[src/hw/rtl/tdbs_pkg.sv]
// ----------------------------------------------------------------------------
// tdbs_pkg
// Shared types, command codes, limits and helper functions for the time and
// date button setter.
// ----------------------------------------------------------------------------
package tdbs_pkg;

	// Field widths
	localparam int FIRST_W  = 5;
	localparam int SECOND_W = 6;
	localparam int THIRD_W  = 6;
	localparam int CMD_W    = 3;
	localparam int DIGIT_W  = 4;
	localparam int SEL_W    = 2;
	localparam int PADDR_W  = 3;

	// Command codes
	localparam logic [CMD_W-1:0] CMD_REFRESH = 3'd0;
	localparam logic [CMD_W-1:0] CMD_BLINK   = 3'd1;
	localparam logic [CMD_W-1:0] CMD_NEXT    = 3'd2;
	localparam logic [CMD_W-1:0] CMD_DEC     = 3'd3;
	localparam logic [CMD_W-1:0] CMD_INC     = 3'd4;
	localparam logic [CMD_W-1:0] CMD_LOAD    = 3'd5;

	// Field select codes
	localparam logic [SEL_W-1:0] SEL_FIRST  = 2'd0;
	localparam logic [SEL_W-1:0] SEL_SECOND = 2'd1;
	localparam logic [SEL_W-1:0] SEL_THIRD  = 2'd2;
	localparam logic [SEL_W-1:0] SEL_WRAP   = 2'd3;

	// Register index of the mode register
	localparam logic [0:0] REG_EDIT_DATE = 1'b0;

	// Value limits (6-bit working width)
	localparam logic [5:0] HOUR_TOP   = 6'd23;
	localparam logic [5:0] MINSEC_TOP = 6'd59;
	localparam logic [5:0] MONTH_TOP  = 6'd12;
	localparam logic [5:0] YEAR_TOP   = 6'd40;
	localparam logic [5:0] VAL_ZERO   = 6'd0;
	localparam logic [5:0] VAL_ONE    = 6'd1;

	// Month lengths
	localparam logic [5:0] DAYS_LONG  = 6'd31;
	localparam logic [5:0] DAYS_SHORT = 6'd30;
	localparam logic [5:0] DAYS_LEAP  = 6'd29;
	localparam logic [5:0] DAYS_FEB   = 6'd28;

	localparam logic [DIGIT_W-1:0] BLANK_CODE = 4'd10;

	// Held editor state
	typedef struct packed {
		logic [FIRST_W-1:0]  first;
		logic [SECOND_W-1:0] second;
		logic [THIRD_W-1:0]  third;
		logic [SEL_W-1:0]    sel;
		logic                blank;
	} edit_state_t;

	// One input transaction
	typedef struct packed {
		logic [CMD_W-1:0]    cmd;
		logic [FIRST_W-1:0]  load_first;
		logic [SECOND_W-1:0] load_second;
		logic [THIRD_W-1:0]  load_third;
	} edit_item_t;

	// Days in a month; anything outside 1..12 counts as a long month
	function automatic logic [5:0] month_days(input logic [5:0] month,
			input logic [5:0] year);
		logic [5:0] d;
		case (month)
			6'd2:    d = (year[1:0] == 2'b00) ? DAYS_LEAP : DAYS_FEB;
			6'd4:    d = DAYS_SHORT;
			6'd6:    d = DAYS_SHORT;
			6'd9:    d = DAYS_SHORT;
			6'd11:   d = DAYS_SHORT;
			default: d = DAYS_LONG;
		endcase
		return d;
	endfunction

	// Step up, wrap at top, leave a value above top alone
	function automatic logic [5:0] step_up(input logic [5:0] v,
			input logic [5:0] bottom, input logic [5:0] top);
		logic [5:0] r;
		if (v < top)
			r = v + 6'd1;
		else if (v == top)
			r = bottom;
		else
			r = v;
		return r;
	endfunction

	// Step down, wrap at bottom, leave a value below bottom alone
	function automatic logic [5:0] step_down(input logic [5:0] v,
			input logic [5:0] bottom, input logic [5:0] top);
		logic [5:0] r;
		if (v > bottom)
			r = v - 6'd1;
		else if (v == bottom)
			r = top;
		else
			r = v;
		return r;
	endfunction

	// Tens digit of a value up to 63
	function automatic logic [DIGIT_W-1:0] tens_of(input logic [5:0] v);
		logic [DIGIT_W-1:0] t;
		if (v >= 6'd60)      t = 4'd6;
		else if (v >= 6'd50) t = 4'd5;
		else if (v >= 6'd40) t = 4'd4;
		else if (v >= 6'd30) t = 4'd3;
		else if (v >= 6'd20) t = 4'd2;
		else if (v >= 6'd10) t = 4'd1;
		else                 t = 4'd0;
		return t;
	endfunction

	// Units digit: value minus ten times the tens digit
	function automatic logic [DIGIT_W-1:0] units_of(input logic [5:0] v);
		logic [DIGIT_W-1:0] t;
		logic [6:0]         tt;
		logic [6:0]         u;
		t  = tens_of(v);
		tt = {t, 3'b000} + {2'b00, t, 1'b0};
		u  = {1'b0, v} - tt;
		return u[DIGIT_W-1:0];
	endfunction

endpackage

[src/hw/rtl/tdbs_edit.sv]
// ----------------------------------------------------------------------------
// tdbs_edit
// Editor state and its next-state logic: load, field select, blink phase and
// wrapped increment and decrement of the selected value.
// ----------------------------------------------------------------------------
module tdbs_edit (
	input  logic                 clk,
	input  logic                 arst_n,
	input  logic                 edit_date,
	input  logic                 advance,
	input  tdbs_pkg::edit_item_t item,
	output tdbs_pkg::edit_state_t next_state
);
	import tdbs_pkg::*;

	edit_state_t state_q;
	logic [5:0]  first_w;
	logic [5:0]  second_w;
	logic [5:0]  third_w;
	logic [5:0]  days;
	logic [5:0]  first_adj;
	logic [5:0]  second_adj;
	logic [5:0]  third_adj;
	logic        up;
	logic [SEL_W-1:0] sel_inc;

	assign first_w  = {1'b0, state_q.first};
	assign second_w = state_q.second;
	assign third_w  = state_q.third;
	assign days     = month_days(second_w, third_w);
	assign up       = (item.cmd == CMD_INC);
	assign sel_inc  = state_q.sel + 2'd1;

	// Compute the adjusted value for each field under the current mode
	always_comb begin
		if (!edit_date) begin
			first_adj  = up ? step_up(first_w, VAL_ZERO, HOUR_TOP)
			                : step_down(first_w, VAL_ZERO, HOUR_TOP);
			second_adj = up ? step_up(second_w, VAL_ZERO, MINSEC_TOP)
			                : step_down(second_w, VAL_ZERO, MINSEC_TOP);
			third_adj  = up ? step_up(third_w, VAL_ZERO, MINSEC_TOP)
			                : step_down(third_w, VAL_ZERO, MINSEC_TOP);
		end else begin
			first_adj  = up ? step_up(first_w, VAL_ONE, days)
			                : step_down(first_w, VAL_ONE, days);
			second_adj = up ? step_up(second_w, VAL_ONE, MONTH_TOP)
			                : step_down(second_w, VAL_ONE, MONTH_TOP);
			third_adj  = up ? step_up(third_w, VAL_ZERO, YEAR_TOP)
			                : step_down(third_w, VAL_ZERO, YEAR_TOP);
		end
	end

	// Apply the command to the held state
	always_comb begin
		next_state = state_q;
		case (item.cmd)
			CMD_BLINK: begin
				next_state.blank = ~state_q.blank;
			end
			CMD_NEXT: begin
				next_state.sel = (sel_inc == SEL_WRAP) ? SEL_FIRST : sel_inc;
			end
			CMD_DEC, CMD_INC: begin
				case (state_q.sel)
					SEL_FIRST:  next_state.first  = first_adj[FIRST_W-1:0];
					SEL_SECOND: next_state.second = second_adj;
					SEL_THIRD:  next_state.third  = third_adj;
					default:    next_state = state_q;
				endcase
			end
			CMD_LOAD: begin
				next_state.first  = item.load_first;
				next_state.second = item.load_second;
				next_state.third  = item.load_third;
				next_state.sel    = SEL_FIRST;
				next_state.blank  = 1'b0;
			end
			default: begin
				next_state = state_q;
			end
		endcase
	end

	// Commit the new state when a transaction leaves the input stage
	always_ff @(posedge clk or negedge arst_n) begin
		if (!arst_n) begin
			state_q <= '0;
		end else if (advance) begin
			state_q <= next_state;
		end
	end

endmodule

[src/hw/rtl/tdbs_digits.sv]
// ----------------------------------------------------------------------------
// tdbs_digits
// Split the three values into display digit pairs and blank the selected
// pair during the blank phase.
// ----------------------------------------------------------------------------
module tdbs_digits (
	input  tdbs_pkg::edit_state_t      state,
	output logic [tdbs_pkg::DIGIT_W-1:0] digits [6]
);
	import tdbs_pkg::*;

	logic [5:0] vals [3];

	assign vals[0] = {1'b0, state.first};
	assign vals[1] = state.second;
	assign vals[2] = state.third;

	// Tens and units per value, blanked when selected and blinking
	always_comb begin
		for (int k = 0; k < 3; k++) begin
			if (state.blank && (state.sel == SEL_W'(k))) begin
				digits[2*k]   = BLANK_CODE;
				digits[2*k+1] = BLANK_CODE;
			end else begin
				digits[2*k]   = tens_of(vals[k]);
				digits[2*k+1] = units_of(vals[k]);
			end
		end
	end

endmodule

[src/hw/rtl/time_date_button_setter_core.sv]
// ----------------------------------------------------------------------------
// time_date_button_setter_core
// Button-driven editor for a clock's time or date with six-digit display out.
// ----------------------------------------------------------------------------
// One transaction in per cycle while not stalled, one result per transaction.
// The input register loads at the accepting edge, one pass through the edit
// and digit-split logic follows, and the result register loads once it is
// free. The block keeps accepting while a result waits, and only stalls when
// both the input stage and the result register are full and the result is
// not being taken. Mode (edit_date at address 0) must be written only while
// no transaction is in flight.
module time_date_button_setter_core (
	input  logic                           clk,
	input  logic                           arst_n,
	// configuration port
	input  logic                           psel,
	input  logic                           penable,
	input  logic                           pwrite,
	input  logic [tdbs_pkg::PADDR_W-1:0]   paddr,
	input  logic [31:0]                    pwdata,
	output logic [31:0]                    prdata,
	output logic                           pready,
	// input channel
	input  logic                           in_valid,
	output logic                           in_ready,
	input  logic [tdbs_pkg::CMD_W-1:0]     cmd,
	input  logic [tdbs_pkg::FIRST_W-1:0]   load_first,
	input  logic [tdbs_pkg::SECOND_W-1:0]  load_second,
	input  logic [tdbs_pkg::THIRD_W-1:0]   load_third,
	// output channel
	output logic                           out_valid,
	input  logic                           out_ready,
	output logic [tdbs_pkg::DIGIT_W-1:0]   digit_0,
	output logic [tdbs_pkg::DIGIT_W-1:0]   digit_1,
	output logic [tdbs_pkg::DIGIT_W-1:0]   digit_2,
	output logic [tdbs_pkg::DIGIT_W-1:0]   digit_3,
	output logic [tdbs_pkg::DIGIT_W-1:0]   digit_4,
	output logic [tdbs_pkg::DIGIT_W-1:0]   digit_5
);
	import tdbs_pkg::*;

	logic               edit_date_q;
	logic               s1_valid_q;
	edit_item_t         item_s1;
	logic               out_valid_q;
	logic [DIGIT_W-1:0] digits_q [6];
	logic [DIGIT_W-1:0] digits_w [6];
	edit_state_t        next_state;
	logic               out_free;
	logic               s1_adv;
	logic               cfg_wr;

	// Configuration register
	assign pready = 1'b1;
	assign cfg_wr = psel && penable && pwrite && pready;

	always_ff @(posedge clk or negedge arst_n) begin
		if (!arst_n) begin
			edit_date_q <= 1'b0;
		end else if (cfg_wr && (paddr[PADDR_W-1] == REG_EDIT_DATE)) begin
			edit_date_q <= pwdata[0];
		end
	end

	assign prdata = (paddr[PADDR_W-1] == REG_EDIT_DATE) ? {31'd0, edit_date_q} : 32'd0;

	// Handshake control
	assign out_free = !out_valid_q || out_ready;
	assign s1_adv   = s1_valid_q && out_free;
	assign in_ready = !s1_valid_q || out_free;

	// Input stage
	always_ff @(posedge clk or negedge arst_n) begin
		if (!arst_n) begin
			s1_valid_q <= 1'b0;
		end else if (in_ready) begin
			s1_valid_q <= in_valid;
		end
	end

	always_ff @(posedge clk) begin
		if (in_valid && in_ready) begin
			item_s1 <= '{cmd: cmd, load_first: load_first,
			             load_second: load_second, load_third: load_third};
		end
	end

	tdbs_edit u_edit (
		.clk        (clk),
		.arst_n     (arst_n),
		.edit_date  (edit_date_q),
		.advance    (s1_adv),
		.item       (item_s1),
		.next_state (next_state)
	);

	tdbs_digits u_digits (
		.state  (next_state),
		.digits (digits_w)
	);

	// Result register
	always_ff @(posedge clk or negedge arst_n) begin
		if (!arst_n) begin
			out_valid_q <= 1'b0;
		end else if (out_free) begin
			out_valid_q <= s1_valid_q;
		end
	end

	always_ff @(posedge clk) begin
		if (s1_adv) begin
			digits_q <= digits_w;
		end
	end

	assign out_valid = out_valid_q;
	assign digit_0   = digits_q[0];
	assign digit_1   = digits_q[1];
	assign digit_2   = digits_q[2];
	assign digit_3   = digits_q[3];
	assign digit_4   = digits_q[4];
	assign digit_5   = digits_q[5];

endmodule

[config.mk]
export PLATFORM = sky130hd
export DESIGN_NAME = time_date_button_setter_core
export DESIGN_NICKNAME = d
export VERILOG_FILES = /design/src/hw/rtl/tdbs_pkg.sv /design/src/hw/rtl/tdbs_edit.sv /design/src/hw/rtl/tdbs_digits.sv /design/src/hw/rtl/time_date_button_setter_core.sv
export SDC_FILE = /design/constraint.sdc
export NUM_CORES = 1
export LEC_CHECK = 0
export ABC_CLOCK_PERIOD_IN_PS = 5200
export BUFFER_PORTS_ARGS = -buffer_cell sky130_fd_sc_hd__buf_2
export CAP_MARGIN = 20
export CORE_UTILIZATION = 30
export CTS_BUF_LIST = sky130_fd_sc_hd__clkbuf_2
export DETAILED_ROUTE_END_ITERATION = 16
export PLACE_DENSITY = 0.48
export SYNTH_ARGS = -nofsm -noshare
export SYNTH_HDL_FRONTEND = slang
export SYNTH_SLANG_ARGS = --single-unit
[constraint.sdc]
create_clock -name clk -period 5.2 [get_ports clk]
set_clock_uncertainty 0.2 [all_clocks]
set_input_delay 1.56 -clock clk [delete_from_list [all_inputs] [get_ports clk]]
set_output_delay 1.56 -clock clk [all_outputs]
set_load 0.01 [all_outputs]
==> metrics.yaml <==
status:
  status: "finished with violations"
  failed_checks: "DRC"
min_path:
  hp-class: "register to register"
logic_synthesis:
  synth_edf_count: 43
  yosysSeqAreaShare: 0.340
  yosys.area.top_type: "edfxtp_1"
  ys.flop_type: "edfxtp_1"
  yosys.area_share.simple: 0.221
  synthAdderAreaFrac: 0.0508
  synth_compound_area_frac: 0.258
  synth-seq-cells: 66
  netlist_instances: 642
  synth_cell_types: 82
  synthXorXnorAreaFrac: 0.0159
  ys_top_cells_by_area: "edfxtp_1, dfrtp_1, nand2_1"
  synth_area_per_cell_um2: 8.56
  ys.warnings.count: 0
  ys_async_sr_fraction: 0.348
  syn-cell-area_mm2: 0.00550
  synth_top_family_by_area: "compound AO/OA/AOI/OAI gates"
  synth_mux_area_frac: 0.0130
  synth_top_area_share: 0.235
route:
  final_antenna_net_count: 0
  vias_per_cell: 5.49
  wl_um: 14800
  dr.pass1.iters: 11
  wl_per_cell_um: 16.3
  drtIter0Drc: 450
  vias: 5003
  drc: 2
cts:
  numCtsBuffers: 9
  cts_tree: "built"
  holdBufCountCts: 0
  clk_latency_ns: 0.58
  cts.sinks: 66
  post_cts_buffers: 0
  path_clk_slew_ns: 0.20
  clock_tree.buffer_depth: 2
  h-tree-depth: 3
  cts-root-buf: "clkbuf_2"
  cts_resized: 0
global_route:
  gr-total-overflow: 0
  grt_pass1_wl_um: 23300
  grt_antenna_before_repair: 1
  grt_usage: 0.162
  grt_pass1_vias: 4403
  grt_max_degree: 35
place:
  place_ws_ns: 0.606
  port_buffers: 54
  gp_congestion: 0.874
  dpl.cell_count: 893
  hpwl_um: 10600
floorplan:
  num_io_pins: 121
  dieHeight_um: 137
  design.core.area_mm2: 0.0180
  die_width_um: 137
  start_util: 0.306
  dieArea_mm2: 0.0189
  placementRows: 49
final_layout:
  layout_commonest_cell: "nand2_1"
  fin_cells: 911
  layout_common_cells: "nand2_1, buf_2, o21ai_0, edfxtp_1, a21oi_1"
  area_delta_synth_final_pct: 8.42
  drive_above_1_share: 0.154
  finalNetCount: 756
  post-route-util: 0.332
setup_path:
  crit_arrival_ns: 4.88
  cp.required_ns: 5.34
  endpoint_kind: "register"
  criticalPathCategory: "register to register"
  start_kind: "register"
  critPathMaxFanout: 13
timing:
  tns_ns: 0
  report.final.slew_viol_count: 0
  rsz0062_at_grt: "false"
  layout_setup_ws_ns: 0.456
  setup_viol: 0
  max-slew-margin-rel: 0.291
  period_share: 0.912
  max_freq_ghz: 0.211
  finalHoldViolations: 0
  period_needed_ns: 4.74
  tightest_slew_ns: 1.06
pwr:
  irDropWorstVdd_mv: 0.262
  p_per_area_mw_per_mm2: 504
  leakagePower_nw: 2.37
job:
  drv_cap: 0
## cells in the mapped netlist, drive strengths merged (7+ instances only)
cell type	instances
nand3	19
nand2	71
buf	51
nor4	10
a31oi	13
nor2	28
or2	7
o211ai	11
a211oi	11
edfxtp	43
and2	8
nand2b	12
o31ai	9
or3	7
inv	24
a21oi	34
nor3	14
clkbuf	30
ha	19
o21ai	46
o21a	9
dfrtp	23
nor2b	13
o31a	7
## report_power, final
part	total, mW	leakage (nW)	internal (mW)	switching [mW]
Sequential	0.960	0.712	0.738	0.221
Clock	0.317	0.0731	0.110	0.207
Combinational	1.73	1.58	0.726	1.00
Total	3.01	2.37	1.57	1.43
## worst max-delay path, stage by stage, from the launching register on
cell      delay, ns
dfrtp_1        0.65
inv_1          0.19
ha_1           0.29
o211ai_1       0.20
o31ai_1        0.10
a21oi_1        0.24
ha_1           0.21
nor2b_1        0.06
o21a_1         0.25
o211ai_1       0.20
o21ai_0        0.11
a211oi_1       0.57
a21boi_0       0.25
ha_1           0.37
o31ai_1        0.25
o22ai_1        0.12
xnor2_1        0.17
nand2_1        0.07
## worst paths after layout
path	start	endpoint	slack [ns]	depth (start not counted)
worst max-delay path	u_edit.second_w[1]	digit_1[3]	0.46	17
worst min-delay path	s1_valid_q	out_valid	0.33	1
worst max register to register	u_edit.second_w[1]	digit_1[3]	0.46	17
worst min register to register	s1_valid_q	out_valid	0.33	1
max in group asynchronous	arst_n	u_edit.third_w[1]	3.55	1
min in group asynchronous	arst_n	u_edit.first_w[0]	0.77	1
## logic make-up (layout without fill, tap and decap cells)
kind of cell               Yosys count  in the layout
adders and majority gates           23             23
other                                2             35
xor gates and xnor gates            10             10
buffers and inverters              106            113
muxes                                7              7
and+or+nand+nor                    224            224
AOI/OAI and AO/OA                  204            204
DFF                                 66             66
## sequential cells by signal (all words and copies together) (netlist names)
name,count
digit_4,4
digit_3,4
digit_1,4
digit_2,4
item_s1,20
edit_date_q,1
digit_0,3
s1_valid_q,1
u_edit.second_w,6
u_edit.first_w,5
digit_5,4
u_edit.state_q,3
out_valid,1
u_edit.third_w,6
## stage by stage
| stage | total power, mW | instance area, um2 | hold WS, ns |
|---|---|---|---|
| floorplan | 2.26 | 5610 | 0.257 |
| CTS | 3.01 | 5960 | 0.330 |
| detailed placement | 2.68 | 5850 | 0.286 |
| finish | 3.01 | 5960 | 0.329 |
| global route | 3.27 | 5960 | 0.363 |
| global placement | 2.66 | 5850 | 0.273 |
## layout make-up
| cell class | instances | area (um2) |
|---|---|---|
| fill | 1860 | 12000 |
| antenna | 2 | 5.00 |
| clock buffer | 10 | 50.0 |
| clock inverter | 6 | 57.6 |
| multi-input combinational | 501 | 3200 |
| timing repair buffer | 72 | 405 |
| sequential | 66 | 1870 |
| inverter | 25 | 93.8 |
| tap | 229 | 287 |
## metal layers
metal	track usage	up-vias	share of wire
met5	0	-	0
met4	0.0714	0	0.018
li1	-	2416	-
met3	0.0287	18	0.047
met1	0.218	2381	0.47
met2	0.253	188	0.47
Note: power is estimated with default switching activity, not from simulation.
